File: src/sv/bsm_pkg.sv
// ----------------------------------------------------------------------------
// bsm_pkg
// Shared codes, constants and control types for the bounded stack block.
// ----------------------------------------------------------------------------
package bsm_pkg;

  localparam int unsigned OP_W   = 3;
  localparam int unsigned ERR_W  = 3;
  localparam int unsigned CAP_W  = 9;
  localparam int unsigned PCT_W  = 7;
  localparam int unsigned DIV_W  = 16;   // count * 100 stays below 2**16
  localparam int unsigned DIV_STEPS_W = 3;

  localparam logic [CAP_W-1:0] CAP_RESET = 9'd256;
  localparam logic [DIV_W-1:0] PCT_SCALE = 16'd100;
  localparam logic [PCT_W-1:0] PCT_FULL  = 7'd100;
  localparam logic [DIV_STEPS_W-1:0] DIV_STEPS = 3'd7;

  // operation codes
  localparam logic [OP_W-1:0] OP_PUSH = 3'd0;
  localparam logic [OP_W-1:0] OP_POP  = 3'd1;
  localparam logic [OP_W-1:0] OP_TOP  = 3'd2;
  localparam logic [OP_W-1:0] OP_GET  = 3'd3;
  localparam logic [OP_W-1:0] OP_MIN  = 3'd4;

  // error codes
  localparam logic [ERR_W-1:0] ERR_NONE      = 3'd0;
  localparam logic [ERR_W-1:0] ERR_PUSH_FULL = 3'd1;
  localparam logic [ERR_W-1:0] ERR_TOP_EMPTY = 3'd2;
  localparam logic [ERR_W-1:0] ERR_POP_EMPTY = 3'd3;
  localparam logic [ERR_W-1:0] ERR_GET_EMPTY = 3'd4;
  localparam logic [ERR_W-1:0] ERR_GET_RANGE = 3'd5;
  localparam logic [ERR_W-1:0] ERR_MIN_EMPTY = 3'd6;

  // controller -> datapath
  typedef struct packed {
    logic accept;   // request taken this cycle
    logic load;     // set up divider and scan
    logic run;      // advance divider and scan
  } bsm_cmd_t;

  // datapath -> controller
  typedef struct packed {
    logic scan_busy;
    logic div_busy;
  } bsm_status_t;

endpackage

File: src/sv/bsm_ctrl.sv
// ----------------------------------------------------------------------------
// bsm_ctrl
// Request sequencer: accept, set up, run until scan and divide finish, report.
// ----------------------------------------------------------------------------
module bsm_ctrl (
  input  logic                 clk_i,
  input  logic                 rst_ni,
  input  logic                 start,
  output logic                 busy,
  output logic                 result_valid_o,
  output bsm_pkg::bsm_cmd_t    cmd_o,
  input  bsm_pkg::bsm_status_t status_i
);
  import bsm_pkg::*;

  localparam logic [1:0] S_IDLE = 2'd0;
  localparam logic [1:0] S_LOAD = 2'd1;
  localparam logic [1:0] S_RUN  = 2'd2;
  localparam logic [1:0] S_OUT  = 2'd3;

  logic [1:0] state_q, state_d;

  always_comb begin
    state_d      = state_q;
    cmd_o        = '0;
    unique case (state_q)
      S_IDLE: begin
        if (start) begin
          cmd_o.accept = 1'b1;
          state_d      = S_LOAD;
        end
      end
      S_LOAD: begin
        cmd_o.load = 1'b1;
        state_d    = S_RUN;
      end
      S_RUN: begin
        cmd_o.run = 1'b1;
        if (!status_i.scan_busy && !status_i.div_busy) begin
          state_d = S_OUT;
        end
      end
      S_OUT: begin
        state_d = S_IDLE;
      end
      default: begin
        state_d = S_IDLE;
      end
    endcase
  end

  always_ff @(posedge clk_i or negedge rst_ni) begin
    if (!rst_ni) begin
      state_q <= S_IDLE;
    end else begin
      state_q <= state_d;
    end
  end

  assign busy           = state_q != S_IDLE;
  assign result_valid_o = state_q == S_OUT;

endmodule

File: config.mk
export PLATFORM = sky130hd
export DESIGN_NAME = bsm_ctrl
export DESIGN_NICKNAME = d
export VERILOG_FILES = /design/src/sv/bsm_pkg.sv /design/src/sv/bsm_ctrl.sv
export SDC_FILE = /design/constraint.sdc
export NUM_CORES = 1
export LEC_CHECK = 0
export BUFFER_PORTS_ARGS = -buffer_cell sky130_fd_sc_hd__buf_2
export CAP_MARGIN = 30
export CORE_AREA = 2 2 39 41
export CTS_CLUSTER_SIZE = 8
export DETAILED_ROUTE_END_ITERATION = 8
export DIE_AREA = 0 0 41 43
export GPL_TIMING_DRIVEN = 1
export PLACE_DENSITY = 0.3
export SLEW_MARGIN = 20
export SYNTH_ARGS = -nofsm -noshare
export SYNTH_HDL_FRONTEND = slang
export SYNTH_SLANG_ARGS = --single-unit
export TNS_END_PERCENT = 20
File: constraint.sdc
create_clock -name clk_i -period 1.05 [get_ports clk_i]
set_input_delay 0.105 -clock clk_i [delete_from_list [all_inputs] [get_ports clk_i]]
set_output_delay 0.105 -clock clk_i [all_outputs]
set_load 0.01 [all_outputs]
== After elaboration in Yosys (flattened, before gate mapping) ==
Cells that the tools add are included.

* Flip-flop bits (word level): 2
* Input port bits: 5
* Output and inout port bits: 5
* Logic and storage cells: 19

* Equality and inequality tests: 5
* Muxes and demuxes: 7
* Reduce and logical (&&, ||, !) cells: 6

{| class="wikitable"
|+ Operators by type and width
! cell !! count
|-
| case mux 2 bit (4 select lines) || 1
|-
| == test 2 bit, second input constant || 2
|-
| two-way mux 1 bit || 4
|-
| two-way mux 2 bit || 2
|-
| inequality test 2 bit, second input constant || 2
|-
| == test 2 x 1 -> 1 bit, second input constant || 1
|-
| logical NOT 1 bit || 2
|-
| logical NOT 2 bit || 1
|-
| AND reduction 2 bit || 1
|-
| nonzero test 2 bit || 1
|-
| logical AND 1 bit || 1
|}

== Longest topological paths before layout ==
Gate-level depths: netlist of the first run.

* Depth after elaboration: 4
* Depth in mapped cells: 5
* Gate-level depth less buffers: 5

== Worst setup path after synthesis of the first run ==
Ideal clock, no wire load.

* Path kind: register -> register
* From: register state_q[0]
* To: register state_q[1]
* Arrival: 1.036 ns
* Data required time: 0.930 ns
* Slack: -0.106 ns
* Stages on the path, launching flop included: 6
* Path buffers: 0
* Clock period less this slack: 1.156 ns
* Cells stage by stage: dfrtp_1 inv_1 ha_1 o21ai_2 a21oi_1 a31o_1

* Longest elaborated chain between the ends: 3

{| class="wikitable"
|+ RTL lines
! item !! line !! text
|-
| from (decl) || bsm_ctrl.sv:21 || <nowiki>logic [1:0] state_q, state_d;</nowiki>
|-
| from (signal assigned) || bsm_ctrl.sv:56 || <nowiki>state_q <= state_d;</nowiki>
|-
| == test 2 bit / logical NOT 2 bit (equally long branches) || bsm_ctrl.sv:26 || <nowiki>unique case (state_q)</nowiki>
|-
| inequality test 2 bit (no source line) || -- ||
|-
| AND reduction 2 bit (no source line) || -- ||
|}

Several ways; a longest one is shown, not always the timed one.
A chain may end at the register's enable or synchronous reset.

==> run metrics, run 1 <==
core box area=1384 µm²; insertion delay to the later sink of the worst-skew pair=220 ps; Sum Neg Setup Slack=-836.0 ps; P&R area growth vs syn=142.8%; dpl cells=47; Distinct cells, synth=9; clock skew=0.9827 ps; vias in the first global route=215; CP Buf/Inv Count=3; min setup slack post-route=-189.8 ps; Site Rows=14; syn nets=28; unrepaired setup endpoints after global routing=yes; Seq cells post-synth=2; Syn Inst Count=18; post-synthesis cell area=172.7 µm²; Power Density=3036 nW/µm²; crit path capture type=output pin; vias per inst=3.660; Final Max Tran Viols=0; CP top delay family=flip-flops; failing checks=negative setup slack; Final Instance Count excl. Fillers=53; max cap viols=0; Global Route Usage Sum=6.935%; placer's final routability congestion estimate=0.6982; Avg Cell Area, Syn=9.593 µm²; fmax=806.6 MHz; Setup crit start kind=flop; slowest stage delay, CP=400 ps; cell mode on critical path=buf_6; grt ovf=0; Max clock buf depth=2; CP Class=reg2out; WP data arrival=1130 ps; Yosys warnings=0; die area=1763 µm²; Post-layout nets=49; cell leakage power=0.1897 nW; Power Total=1.272 mW; Tcrit/Tclk final=118.1%; highest-count cells in the layout ignoring fill and taps=buf_6, buf_2, ha_4, buf_4, clkbuf_4; Residual DRC=0; Critical Path, Cell by Cell=buf_6, ha_4, buf_6, buf_6; Final min period=1240 ps; Largest regs=state_q x2; slew margin rel.=89.59%; worst slew pin tran=155.6 ps; H-tree depth=1; Die Y=43 µm; Top reg by flops=state_q; CP Max Fanout=3; Max IR drop VDD=0.0008447 V; routed vias=194; CTS tree=built; first-pass GRT wire length=779 µm; initial core utilization=12.48%; crit path max-delay cell type=dfrtp_1; max reg flops=2; commonest non-fill, non-tap cell in the layout=buf_6; DRT Pass-1 Iters=1; I/O pin count=10; CTS root buffer=clkbuf_4; initial antenna violation count=0; pre-CTS setup slack=-95.70 ps; post-DR wirelength/cell=8.321 µm; TritonCTS buffer count=3; Die X-Extent=41 µm; Worst Hold Class=in2async; # port buffers=9; total wire length=441 µm; clock transition at the registers of the reported paths=30 ps; Final Setup Violations=7; antenna fix cells=0; Initial DRC Count=0; clock sinks=2; Final Hold Viols=0; ANT nets after route=0; required time of the critical path=940 ps; ratio of cells with drive above 1 in the final layout=75.68%; part of the Yosys area used for sequential elements=28.99%; largest net degree at the start of global routing=5; Final Core Density=30.29%; status=finished with violations; R2R Setup Slk=-90 ps
path summary, 6_finish.rpt:
kind | from | endpoint | cells after the start
setup / recovery | state_q[1] | cmd_o[0] | 4
min in group clk_i | start | state_q[0] | 3
hold / removal | rst_ni | state_q[0] | 2
max in group asynchronous | rst_ni | state_q[1] | 2
hold reg to reg | state_q[0] | state_q[0] | 3
setup reg to reg | state_q[1] | state_q[1] | 5
worst reg2reg max path, cell delays in order (launching register included):
cell,delay [ps]
dfrtp_1,400
buf_6,130
ha_4,160
o21ai_4,70
a21oi_2,70
a31o_1,190
logic make-up (layout without fill, tap and decap cells):
group                    count (synthesis)  after routing  synth area share (%)
adder cells (fa/ha/maj)                  5              5                 36.23
AO/OA/AOI/OAI                            5              5                 18.84
AND/OR/NAND/NOR                          3              3                 9.423
buffers and inverters                    3             22                 6.521
flip-flops                               2              2                 28.99
synthesized netlist by cell type:
master,count,share of area [%]
a21oi_1,3,8.7
a31o_1,1,5.1
dfrtp_1,2,29
o21ai_2,1,5.1
ha_1,5,36
nand2b_1,1,3.6
and2_1,1,3.6
nor2_1,1,2.2
inv_1,3,6.5
report_power, final:
group	total [mW]	switching, mW	internal, mW
Clock	0.168	0.0423	0.126
Sequential	0.157	0.0350	0.122
Combinational	0.947	0.410	0.537
layer usage:
metal  track usage, %  up-vias  wire length (µm)
li1                 -       98                 -
met1            7.097       91               175
met2            10.00        5               243
met3            1.571        0                22
met4            8.000        0                 0
met5                0        -                 0
metrics by stage:
stage               cell area (µm²)  hold slack, ps
floorplan                     205.2          -190.6
global placement              300.3          -111.3
detailed placement            300.3          -108.6
CTS                           372.9           184.7
global route                  419.2           188.6
finish                        419.2           205.2
final cells by class:
| class | count | area [µm²] |
|---|---|---|
| multi-input combinational | 13 | 182.7 |
| clock buffer | 3 | 22.52 |
| fill | 156 | 964.7 |
| timing repair buffer | 16 | 132.6 |
| sequential | 2 | 50.05 |
| tap | 16 | 20.02 |
| inverter | 3 | 11.26 |
what timing repair did:
action,4_1_cts,5_1_grt
buffers inserted,1,1
gates resized for setup,6,7
hold buffers,1,0
pin swaps,3,2
endpoints found under the setup margin,7,7
hold endpoints to repair,2,0
No activity file was read; power rests on OpenSTA's default activity.
==> run 2, diff against run 1 <==
BUFFER_PORTS_ARGS = -buffer_cell sky130_fd_sc_hd__buf_4   (was -buffer_cell sky130_fd_sc_hd__buf_2)
PLACE_DENSITY = 0.37   (was 0.3)
clock period = 1.26 ns   (was 1.05 ns; I/O delays follow)
==> run 2 against run 1 <==
Against the previous run:
- the run now ends clean
- cell area is 20% lower
- non-clock buffer count decreased by 3
- die area is the same
- sequential share of layout area grew 3.0 points
- register-to-register slack better by 220 ps
- utilization fell by 6.1 points
- worst hold slack better by 7.1 ps
- cell count is 5.7% lower
- power shrank 36%
- via count decreased by 13%
- routed wire length decreased by 3.6%
- largest cell class unchanged
==> run metrics, run 2 (same netlist as run 1, synthesis figures left out) <==
ANT nets after route=0 (unchanged); Top reg by flops=state_q; Tcrit/Tclk final=95.43%; highest-count cells in the layout ignoring fill and taps=buf_4, ha_1, a21oi_1, clkbuf_4; Global Route Usage Sum=6.834% (-0.10 points); required time of the critical path=1130 ps (+190 ps); placer's final routability congestion estimate=0.6638 (-4.9%); ratio of cells with drive above 1 in the final layout=58.82% (-17 points); cell leakage power=0.1681 nW (-11%); grt ovf=0 (unchanged); commonest non-fill, non-tap cell in the layout=buf_4; clock transition at the registers of the reported paths=30 ps (about the same); # port buffers=9 (unchanged); Final Setup Violations=0 (-7); Largest regs=state_q x2; Setup crit start kind=flop; P&R area growth vs syn=93.48%; dpl cells=44 (-6.4%); total wire length=425 µm (-3.6%); Site Rows=14 (unchanged); slew margin rel.=89.61% (about the same); Power Total=0.8202 mW (-36%); Final Hold Viols=0 (unchanged); CTS root buffer=clkbuf_4; fmax=831.6 MHz; Die X-Extent=41 µm (unchanged); CP Class=reg2out; met2 usage=9.063% (-0.94 points); met1 Usage GRT=6.774% (-0.32 points); GRT Max-Usage Layer=met2; unrepaired setup endpoints after global routing=yes; max cap viols=0 (unchanged); DRT Pass-1 Iters=1 (unchanged); Final Instance Count excl. Fillers=50 (-5.7%); Final Core Density=24.14% (-6.1 points); GRT met3 Usage=4.712% (+3.1 points); WP data arrival=1080 ps (-50 ps); Final min period=1202 ps; initial core utilization=12.48% (unchanged); Post-layout nets=46 (-6.1%); FF-to-FF path depth=5 (unchanged); Final Max Tran Viols=0 (unchanged); antenna fix cells=0 (unchanged); die area=1763 µm² (unchanged); R2R Setup Slk=130 ps (+220 ps); Power Density=2455 nW/µm² (-19%); clock sinks=2 (unchanged); Residual DRC=0 (unchanged); CP Max Fanout=3 (unchanged); Max clock buf depth=2 (unchanged); core box area=1384 µm² (unchanged); max reg flops=2 (unchanged); crit path capture type=output pin; CTS tree=built; vias per inst=3.380 (-7.7%); H-tree depth=1 (unchanged); largest net degree at the start of global routing=5 (unchanged); initial antenna violation count=0 (unchanged); insertion delay to the later sink of the worst-skew pair=220 ps (about the same); TritonCTS buffer count=3 (unchanged); clock skew=5.225 ps (+4.242 ps); Initial DRC Count=0 (unchanged); reg2reg start=state_q[0]; status=finished clean; vias in the first global route=196 (-8.8%); Max IR drop VDD=0.0007683 V (-9.0%); Die Y=43 µm (unchanged); r2r endpoint=state_q[0]; first-pass GRT wire length=724 µm (-7.1%); post-DR wirelength/cell=8.500 µm (+2.2%); I/O pin count=10 (unchanged); worst slew pin tran=155.8 ps (+0.2409 ps); routed vias=169 (-13%); Worst Hold Class=in2async
## run 2: cell types whose count changed in the layout (fill, tap and decap cells not counted), sizes merged
cell  delta
buf      -3
## run 2: what timing repair did
action | 4_1_cts | 5_1_grt
hold buffers | 1 | 0
hold endpoints to repair | 2 | 0
gates resized for setup | 4 | 2
endpoints found under the setup margin | 2 | 1
buffers inserted | 1 | 1
pin swaps | 0 | 1
## run 2: how the worst max path moves through the flow
stage	startpoint	end	slack [ps]	cells after the start
finish	state_q[1]	cmd_o[2]	60	4
global placement	state_q[1]	state_q[1]	80	5
detailed placement	state_q[1]	state_q[1]	50	5
floorplan	state_q[0]	state_q[1]	100	5
global route	state_q[1]	cmd_o[2]	-5	4
CTS	state_q[1]	cmd_o[2]	30	4
## run 2: power by group
part	switching, mW	internal [mW]	total, mW	leakage (nW)
Combinational	0.256	0.298	0.554	0.130
Sequential	0.0246	0.101	0.126	0.0239
Clock	0.0349	0.105	0.140	0.0138
## run 2: critical path, cell delays in order, from the launching register on
cell and delay (ps):
dfrtp_1 390, inv_2 100, ha_4 140, and2_4 130, buf_6 90
## run 2: per-layer routing
metal | wire [µm] | part of all wire (%) | vias to the layer above
li1 | - | - | 91
met1 | 176 | 41 | 69
met2 | 208 | 49 | 9
met3 | 40 | 9.4 | 0
met4 | 0 | 0 | 0
met5 | 0 | 0 | -
## run 2: area by class of cell
cell class / count / area (µm²)
fill: 159 / 1050
multi-input combinational: 13 / 126.4
timing repair buffer: 13 / 103.9
sequential: 2 / 50.05
clock buffer: 3 / 22.52
tap: 16 / 20.02
inverter: 3 / 11.26
## run 2: metrics by stage
| stage | hold slack (ps) | worst slack (ps) | TNS, ps | area (µm²) |
|---|---|---|---|---|
| final | 212.3 | 57.56 | 0 | 334.1 |
| after CTS | 207.5 | 31.08 | 0 | 320.3 |
| after global placement | -91.15 | 80.62 | 0 | 267.8 |
| after global routing | 236.2 | -5.499 | -5.499 | 334.1 |
| after floorplan | -169.6 | 103.8 | 0 | 172.7 |
| after detailed placement | -90.70 | 49.18 | 0 | 267.8 |
